$ cat src/tswe_pkg.sv
// Shared types and constants for the TFTP stop-and-wait engine.
// Used by tswe_core, tftp_stop_and_wait_engine and the testbench; depends on nothing.
package tswe_pkg;

	localparam int unsigned MAX_PAYLOAD = 512;
	localparam int unsigned HDR_BYTES   = 4;

	localparam logic [15:0] HDR_LEN     = 16'(HDR_BYTES);
	localparam logic [15:0] READ_LIMIT  = 16'(MAX_PAYLOAD + HDR_BYTES);
	localparam logic [23:0] TICK_MAX    = 24'hFF_FFFF;

	localparam logic [15:0] OP_DATA  = 16'd3;
	localparam logic [15:0] OP_ACK   = 16'd4;
	localparam logic [15:0] OP_ERROR = 16'd5;

	localparam logic [7:0]  RETRIES_RST = 8'd10;
	localparam logic [23:0] TIMEOUT_RST = 24'd1000;

	typedef enum logic [1:0] {
		CFG_WRITE_MODE    = 2'd0,
		CFG_MAX_RETRIES   = 2'd1,
		CFG_TIMEOUT_TICKS = 2'd2
	} cfg_idx_t;

	typedef enum logic [1:0] {
		ACT_START  = 2'd0,
		ACT_PACKET = 2'd1,
		ACT_TICK   = 2'd2
	} act_t;

	typedef enum logic [2:0] {
		CMD_NONE   = 3'd0,
		CMD_ACK    = 3'd1,
		CMD_RESEND = 3'd2,
		CMD_ERROR  = 3'd3,
		CMD_ABORT  = 3'd4,
		CMD_DATA   = 3'd5
	} cmd_t;

	typedef enum logic [2:0] {
		WHY_NONE       = 3'd0,
		WHY_AHEAD      = 3'd1,
		WHY_UNEXPECTED = 3'd2,
		WHY_LARGE      = 3'd3,
		WHY_RETRIES    = 3'd4,
		WHY_PEER       = 3'd5
	} why_t;

	typedef logic [9:0] pbytes_t;

	typedef struct packed {
		logic        write_mode;
		logic [7:0]  max_retries;
		logic [23:0] timeout_ticks;
	} cfg_t;

	typedef struct packed {
		act_t        action;
		logic [15:0] opcode;
		logic [15:0] block_number;
		logic [15:0] packet_length;
	} item_t;

	typedef struct packed {
		cmd_t        command;
		logic [15:0] out_block;
		why_t        error_reason;
		logic        store_payload;
		pbytes_t     payload_bytes;
		logic        session_done;
		logic [7:0]  retries_left;
	} result_t;

endpackage

$ cat src/tswe_core.sv
// Session state registers and the per-word decision logic of the engine.
// Depends on tswe_pkg.
module tswe_core (
	input  logic              clk,
	input  logic              arst_n,
	input  logic              fire,
	input  tswe_pkg::cfg_t    cfg,
	input  tswe_pkg::item_t   item,
	output tswe_pkg::result_t result
);

	logic        active_q;
	logic [15:0] expected_q;
	logic [7:0]  attempts_q;
	logic [23:0] ticks_q;

	logic        active_d;
	logic [15:0] expected_d;
	logic [7:0]  attempts_d;
	logic [23:0] ticks_d;

	logic [15:0] limit;
	logic [23:0] tick_inc;

	always_comb begin
		limit    = cfg.write_mode ? tswe_pkg::HDR_LEN : tswe_pkg::READ_LIMIT;
		tick_inc = (ticks_q != tswe_pkg::TICK_MAX) ? ticks_q + 24'd1 : ticks_q;

		active_d   = active_q;
		expected_d = expected_q;
		attempts_d = attempts_q;
		ticks_d    = ticks_q;

		result               = '0;
		result.command       = tswe_pkg::CMD_NONE;
		result.error_reason  = tswe_pkg::WHY_NONE;

		unique case (item.action)
			tswe_pkg::ACT_START: begin
				active_d   = 1'b1;
				expected_d = cfg.write_mode ? 16'd0 : 16'd1;
				attempts_d = cfg.max_retries;
				ticks_d    = '0;
			end
			tswe_pkg::ACT_PACKET: begin
				if (active_q) begin
					priority if (item.packet_length > limit) begin
						result.command      = tswe_pkg::CMD_ERROR;
						result.error_reason = tswe_pkg::WHY_LARGE;
						active_d            = 1'b0;
					end else if (item.packet_length < tswe_pkg::HDR_LEN) begin
						result.command      = tswe_pkg::CMD_ERROR;
						result.error_reason = tswe_pkg::WHY_UNEXPECTED;
						active_d            = 1'b0;
					end else if (item.opcode == tswe_pkg::OP_ERROR) begin
						// The block field carries the peer's error code here.
						result.command      = tswe_pkg::CMD_ABORT;
						result.error_reason = tswe_pkg::WHY_PEER;
						active_d            = 1'b0;
					end else if (!cfg.write_mode) begin
						priority if (item.opcode == tswe_pkg::OP_DATA &&
								item.block_number == expected_q) begin
							result.command       = tswe_pkg::CMD_ACK;
							result.out_block     = expected_q;
							result.store_payload = 1'b1;
							result.payload_bytes = tswe_pkg::pbytes_t'(
								item.packet_length - tswe_pkg::HDR_LEN);
							expected_d = expected_q + 16'd1;
							attempts_d = cfg.max_retries;
							ticks_d    = '0;
							// A short block is the last one of the file.
							if (item.packet_length < tswe_pkg::READ_LIMIT) begin
								result.session_done = 1'b1;
								active_d            = 1'b0;
							end
						end else if (item.opcode == tswe_pkg::OP_DATA &&
								item.block_number < expected_q) begin
							result.command = tswe_pkg::CMD_RESEND;
						end else if (item.block_number > expected_q) begin
							result.command      = tswe_pkg::CMD_ERROR;
							result.error_reason = tswe_pkg::WHY_AHEAD;
							active_d            = 1'b0;
						end else begin
							result.command      = tswe_pkg::CMD_ERROR;
							result.error_reason = tswe_pkg::WHY_UNEXPECTED;
							active_d            = 1'b0;
						end
					end else begin
						priority if (item.opcode != tswe_pkg::OP_ACK) begin
							result.command      = tswe_pkg::CMD_ERROR;
							result.error_reason = tswe_pkg::WHY_UNEXPECTED;
							active_d            = 1'b0;
						end else if (item.block_number == expected_q) begin
							result.command   = tswe_pkg::CMD_DATA;
							result.out_block = expected_q + 16'd1;
							expected_d       = expected_q + 16'd1;
							attempts_d       = cfg.max_retries;
							ticks_d          = '0;
						end else if (item.block_number > expected_q) begin
							result.command      = tswe_pkg::CMD_ERROR;
							result.error_reason = tswe_pkg::WHY_AHEAD;
							active_d            = 1'b0;
						end else begin
							result.command = tswe_pkg::CMD_NONE;
						end
					end
				end
			end
			tswe_pkg::ACT_TICK: begin
				if (active_q) begin
					ticks_d = tick_inc;
					// The count is at least one here, so a timeout of zero acts like one.
					if (tick_inc >= cfg.timeout_ticks) begin
						if (attempts_q == 8'd0) begin
							result.command      = tswe_pkg::CMD_ABORT;
							result.error_reason = tswe_pkg::WHY_RETRIES;
							active_d            = 1'b0;
						end else begin
							result.command = tswe_pkg::CMD_RESEND;
							attempts_d     = attempts_q - 8'd1;
							ticks_d        = '0;
						end
					end
				end
			end
			default: begin
				result.command = tswe_pkg::CMD_NONE;
			end
		endcase

		result.retries_left = attempts_d;
	end

	always_ff @(posedge clk or negedge arst_n) begin
		if (!arst_n) begin
			active_q   <= 1'b0;
			expected_q <= '0;
			attempts_q <= '0;
			ticks_q    <= '0;
		end else if (fire) begin
			active_q   <= active_d;
			expected_q <= expected_d;
			attempts_q <= attempts_d;
			ticks_q    <= ticks_d;
		end
	end

endmodule

$ cat src/tftp_stop_and_wait_engine.sv
// Top level of the TFTP stop-and-wait engine: configuration registers,
// input register, output register and the handshakes. Depends on tswe_pkg, tswe_core.
//
// Usage: each input word is one event of a client session: a session start,
// the header fields of a received packet, or a timer tick. Every accepted word
// yields exactly one result word with the command for the packet layer.
// Both channels use valid/stall; a word moves at a rising edge where valid is
// high and stall is low. Configuration registers (write_mode, max_retries,
// timeout_ticks) are written through cfg_write/cfg_index/cfg_data and must only
// change while no word is in flight.
// Path: an accepted word waits in the input register, and its result is held in the output register.
// Throughput: one word per cycle while no result is held; the decision for a word
// is a single pass of compares and increments against the session state, which is
// updated in the same cycle, so the next word sees it with no bubble.
// Reset: the session is idle, all counters clear, the registers take their
// defaults (read mode, 10 retries, 1000 ticks), and both stages are empty.
// Stall: while out_stall holds a pending result, the input register keeps its
// word and in_stall rises once it is occupied; no word is lost or repeated.
module tftp_stop_and_wait_engine (
	input  logic        clk,
	input  logic        arst_n,
	input  logic        cfg_write,
	input  logic [1:0]  cfg_index,
	input  logic [23:0] cfg_data,
	input  logic        in_valid,
	output logic        in_stall,
	input  logic [1:0]  action,
	input  logic [15:0] opcode,
	input  logic [15:0] block_number,
	input  logic [15:0] packet_length,
	output logic        out_valid,
	input  logic        out_stall,
	output logic [2:0]  command,
	output logic [15:0] out_block,
	output logic [2:0]  error_reason,
	output logic        store_payload,
	output logic [9:0]  payload_bytes,
	output logic        session_done,
	output logic [7:0]  retries_left
);

	tswe_pkg::cfg_t    cfg_q;
	tswe_pkg::item_t   item_s1;
	logic              valid_s1;
	tswe_pkg::result_t res_d;
	tswe_pkg::result_t res_s2;
	logic              valid_s2;

	logic out_free;
	logic adv_s1;
	logic in_fire;

	// Configuration registers.
	always_ff @(posedge clk or negedge arst_n) begin
		if (!arst_n) begin
			cfg_q.write_mode    <= 1'b0;
			cfg_q.max_retries   <= tswe_pkg::RETRIES_RST;
			cfg_q.timeout_ticks <= tswe_pkg::TIMEOUT_RST;
		end else if (cfg_write) begin
			unique case (tswe_pkg::cfg_idx_t'(cfg_index))
				tswe_pkg::CFG_WRITE_MODE:    cfg_q.write_mode    <= cfg_data[0];
				tswe_pkg::CFG_MAX_RETRIES:   cfg_q.max_retries   <= cfg_data[7:0];
				tswe_pkg::CFG_TIMEOUT_TICKS: cfg_q.timeout_ticks <= cfg_data;
				default: begin
				end
			endcase
		end
	end

	// The output register frees up when empty or when its word is taken.
	assign out_free = !valid_s2 || !out_stall;
	assign adv_s1   = valid_s1 && out_free;
	assign in_stall = valid_s1 && !out_free;
	assign in_fire  = in_valid && !in_stall;

	always_ff @(posedge clk or negedge arst_n) begin
		if (!arst_n) begin
			valid_s1 <= 1'b0;
		end else if (in_fire || adv_s1) begin
			valid_s1 <= in_fire;
		end
	end

	always_ff @(posedge clk) begin
		if (in_fire) begin
			item_s1.action        <= tswe_pkg::act_t'(action);
			item_s1.opcode        <= opcode;
			item_s1.block_number  <= block_number;
			item_s1.packet_length <= packet_length;
		end
	end

	// The session state advances exactly when the word leaves the input register.
	tswe_core u_core (
		.clk    (clk),
		.arst_n (arst_n),
		.fire   (adv_s1),
		.cfg    (cfg_q),
		.item   (item_s1),
		.result (res_d)
	);

	always_ff @(posedge clk or negedge arst_n) begin
		if (!arst_n) begin
			valid_s2 <= 1'b0;
		end else if (out_free) begin
			valid_s2 <= valid_s1;
		end
	end

	always_ff @(posedge clk) begin
		if (adv_s1) begin
			res_s2 <= res_d;
		end
	end

	assign out_valid     = valid_s2;
	assign command       = res_s2.command;
	assign out_block     = res_s2.out_block;
	assign error_reason  = res_s2.error_reason;
	assign store_payload = res_s2.store_payload;
	assign payload_bytes = res_s2.payload_bytes;
	assign session_done  = res_s2.session_done;
	assign retries_left  = res_s2.retries_left;

	// A finished transfer is always reported with the ACK of its last block.
	a_done_with_ack: assert property (@(posedge clk) disable iff (!arst_n)
		(out_valid && session_done) |-> (command == tswe_pkg::CMD_ACK && store_payload))
		else $error("session_done without an ACK that stores");

	// Error and abort commands always carry a reason, other commands never do.
	a_reason_matches: assert property (@(posedge clk) disable iff (!arst_n)
		out_valid |-> ((error_reason != tswe_pkg::WHY_NONE) ==
			(command == tswe_pkg::CMD_ERROR || command == tswe_pkg::CMD_ABORT)))
		else $error("error_reason does not match command");

	// Stored payload never exceeds one full block.
	a_payload_bound: assert property (@(posedge clk) disable iff (!arst_n)
		(out_valid && store_payload) |-> (payload_bytes <= 10'(tswe_pkg::MAX_PAYLOAD)))
		else $error("payload_bytes above the block size");

	// The input side stalls only while the output register is held.
	a_stall_cause: assert property (@(posedge clk) disable iff (!arst_n)
		in_stall |-> (out_valid && out_stall))
		else $error("in_stall without a held output word");

endmodule

$ cat config.mk
export PLATFORM = sky130hd
export DESIGN_NAME = tftp_stop_and_wait_engine
export DESIGN_NICKNAME = d
export VERILOG_FILES = /design/src/tswe_pkg.sv /design/src/tswe_core.sv /design/src/tftp_stop_and_wait_engine.sv
export SDC_FILE = /design/constraint.sdc
export NUM_CORES = 1
export LEC_CHECK = 0
export ABC_AREA = 1
export BUFFER_PORTS_ARGS = -buffer_cell sky130_fd_sc_hd__buf_4
export CORE_ASPECT_RATIO = 0.9
export CORE_UTILIZATION = 59
export CTS_CLUSTER_SIZE = 12
export DETAILED_ROUTE_END_ITERATION = 10
export MAX_ROUTING_LAYER = met4
export PLACE_DENSITY_LB_ADDON = 0.15
export SETUP_SLACK_MARGIN = 0.15
export SLEW_MARGIN = 10
export SYNTH_ARGS = -nofsm -noshare
export SYNTH_HDL_FRONTEND = slang
export SYNTH_HIERARCHICAL = 1
export SYNTH_SLANG_ARGS = --single-unit
$ cat constraint.sdc
create_clock -name clk -period 5.7 [get_ports clk]
set_input_delay 1.14 -clock clk [delete_from_list [all_inputs] [get_ports clk]]
set_output_delay 1.14 -clock clk [all_outputs]
set_load 0.02 [all_outputs]
==> metrics.md <==
| Metric | Value |
|---|---|
| Run status | complete, no violations |
| Distinct cells, synth | 47 |
| CTS hold repair buffers | 0 |
| I/O Pins | 125 |
| Crit Path Class | reg -> reg |
| First-pass GRT wire length | 36.56 mm |
| Syn Nets | 1212 |
| XOR/XNOR Fraction of Synth Area | 3.714% |
| Cells after Synth | 1081 |
| Grt total ovfl | 0 |
| Min cycle time layout | 4.338 ns |
| Most frequent cells in the layout | nand2_1 (273), inv_1 (147), buf_4 (126) |
| Residual DRC | 0 |
| Final setup fails | 0 |
| DPL Wire Length | 16.83 mm |
| Number of global-route vias before repair | 7182 |
| CTS Sinks | 176 |
| Final Hold Fails | 0 |
| Area Overhead vs Synth | 17.16% |
| Adder-cell area share of the yosys netlist | 6.470% |
| Largest net degree at the start of global routing | 57 |
| CTS H-Tree Depth | 4 |
| Placed cells | 1389 |
| CP max-delay cell | nand3_1 |
| Via-to-Cell Ratio | 5.674 |
| Non-filler instance count after layout | 1421 |
| Max-slew violation count | 0 |
| Pwr/cell area | 292.5 nW/µm² |
| Initial antenna violation count | 0 |
| Static Leak | 0.005299 µW |
| Synthesized cell area | 9669 µm² |
| Worst Path Required | 6.08 ns |
| # rows | 44 |
| CTS tree | yes |
| Post-synthesis simple-gate area fraction | 25.00% |
| Setup TNS | 0 ns |
| Commonest non-fill, non-tap cell in the layout | nand2_1 |
| Synth Register Bits | 176 |
| Reg area | 4875 µm² |
| Crit. End Element | flop |
| Place WS | 1.497 ns |
| Worst slew pin tran | 1.047 ns |
| Post-route ant nets | 0 |
| Die Y | 123.5 µm |
| Synth warn | 6 |
| Wire length per cell | 16.33 µm |
| Core footprint | 16080 µm² |
| GPL Wtd Cong | 0.9404 |
| CP Cell Sequence | ha_1 -> nand3_1 -> nor3_2 -> nand4_1 -> nor2_2 -> nor2_1 -> nand2_1 -> nor2_1 -> xor2_1 -> ha_1 -> a21oi_1 -> o21ai_0 -> a21oi_1 -> nand3_1 -> nand2_1 -> nand2_1 -> nor2_8 -> nand2_1 -> nand2_1 |
| Most used cell, CP | nand2_1 |
| WP data arrival | 4.72 ns |
| PortBufs | 124 |
| Complex-gate fraction of the synthesized area | 7.013% |
| GRT Resource Usage Total | 29.74% |
| Largest family of logic cells by synthesized area | simple AND/OR/NAND/NOR gates |
| Die Area | 16910 µm² |
| Startpoint Class | flop |
| Hold Crit Class | reg -> reg |
| RSZ-0062 raised after global routing | false |
| Post-CTS setup repair buffer count | 0 |
| Nets@finish | 1332 |
| Clock Skew | 0.01545 ns |
| DRT Pass-1 Iters | 5 |
| CTS Root Cell | clkbuf_16 |
| Max-cap violations | 0 |
| CTS Buf Count | 17 |
| Mux cell area share after synthesis | 0% |
| Maximum root-to-sink buffer count | 2 |
| Overall Power | 3313 µW |
| Clk slew on worst S/H paths | 0.07 ns |
| Max VDD drop | 0.0002870 V |
| Total number of vias | 8063 |
| Worst-path fanout max | 19 |
| CP max stage delay | 0.42 ns |
| Clk_lat worst skew | 0.44 ns |
| Worst setup margin | 1.362 ns |
| Worst path bufs/invs | 0 |
| Placed Area | 10730 µm² |
| Mapped Avg Cell Area | 8.945 µm² |
| Share of cells above drive strength 1 | 16.31% |
| Final antenna diode count | 0 |
| Multi-input logic area | 4088 µm² |
| Post_cts resized | 0 |
| Seq/Total Area, Yosys | 50.41% |
| Fill cells | 1254 |
| Fin crit share | 76.11% |
| Top Family by Delay on Critical Path | simple AND/OR/NAND/NOR gates |
| Drt first-iter violations | 726 |
| Initial core utilization | 60.15% |
| Max-slew headroom | 30.10% |
| Achievable frequency | 230.5 MHz |
| Fin area | 11330 µm² |
| Routed WL | 23.20 mm |
| Die span in x | 136.9 µm |
==> state kept, by name, indices dropped and copies added (netlist names), 3 cells and up <==
register	flops
command	3
out_block	16
u_core/expected_q	16
payload_bytes	10
cfg_q	33
error_reason	3
u_core/attempts_q	8
item_s1	50
retries_left	8
u_core/ticks_q	24
==> worst register-to-register path: stages, from the launching register on <==
cell and delay [ns]:
dfrtp_1 0.41, ha_1 0.20, nand3_1 0.16, nor3_2 0.29, nand4_1 0.23, nor2_2 0.23
nor2_1 0.12, nand2_1 0.14, nor2_1 0.07, xor2_1 0.21, ha_1 0.29, a21oi_1 0.15
o21ai_0 0.09, a21oi_1 0.33, nand3_1 0.42, nand2_1 0.23, nand2_1 0.15, nor2_8 0.32
nand2_1 0.17, nand2_1 0.08
==> cell families (layout without fill, tap and decap cells) <==
family | count (synthesis) | count (layout)
AOI/OAI and AO/OA | 113 | 113
DFF | 176 | 176
buffers and inverters | 175 | 308
adders and majority gates | 50 | 50
xor gates and xnor gates | 41 | 41
and+or+nand+nor | 526 | 526
==> final timing paths <==
check | from | to | slack, ns | cells past startpoint
max | u_core/ticks_q[0] | u_core/ticks_q[23] | 1.36 | 19
min | cfg_q[7] | cfg_q[7] | 0.47 | 2
max reg2reg | u_core/ticks_q[0] | u_core/ticks_q[23] | 1.36 | 19
min reg2reg | cfg_q[7] | cfg_q[7] | 0.47 | 2
max in group asynchronous | arst_n | u_core/expected_q[0] | 4.02 | 2
min in group asynchronous | arst_n | u_core/ticks_q[19] | 0.61 | 1
==> layout make-up <==
type,count,share of cell area [%]
Sequential cell,176,43.03
Clock buffer,17,3.755
Inverter,150,4.970
Timing Repair Buffer,126,8.350
Clock inverter,15,1.524
Tap cell,207,2.286
Multi-Input combinational cell,730,36.08
==> layer usage <==
metal  vias to the layer above  part of all wire (%)  GRT usage [%]
met3                        19                   8.6          5.945
met5                         -                     0              -
met1                      3800                    48          44.43
met4                         0                   1.2          7.418
li1                       3884                     -              -
met2                       360                    43          41.26
==> Yosys cell counts, drive strengths merged <==
cell type	n	area, µm²
nand3b	3	22.52
dfrtp	76	1902
nor4	5	31.28
a221oi	6	52.55
xnor2	6	52.55
o221ai	1	8.760
o21bai	1	7.510
nand2b	1	6.260
nand3	62	347.8
o22ai	32	200.2
xor2	35	306.5
dfstp	8	210.2
nand4	58	369.1
o211ai	3	22.52
nor3	24	156.4
o21a	2	15.01
a21oi	30	165.2
buf	22	140.1
or3	1	6.260
inv	150	563.0
or2	2	12.52
o21ai	32	160.2
and2	2	12.51
ha	50	625.6
a22oi	5	37.54
clkbuf	3	11.26
edfxtp	92	2763
a311oi	1	8.760
nand2	278	1066
nor2	90	386.6
==> stage by stage <==
stage          util [%]  hold slack (ns)
5_1_grt           70.47           0.4819
6_report          70.47           0.4665
4_1_cts           70.47           0.4668
3_5_place_dp      66.75           0.4552
3_3_place_gp      66.75           0.4513
2_1_floorplan         -           0.4419
==> report_power, final <==
part           internal [µW]  total (µW)  switching (µW)
sequential              1480        1570            94.7
clock                    588        1160             570
combinational            213         585             372
Power figures use the tool's default switching activity.
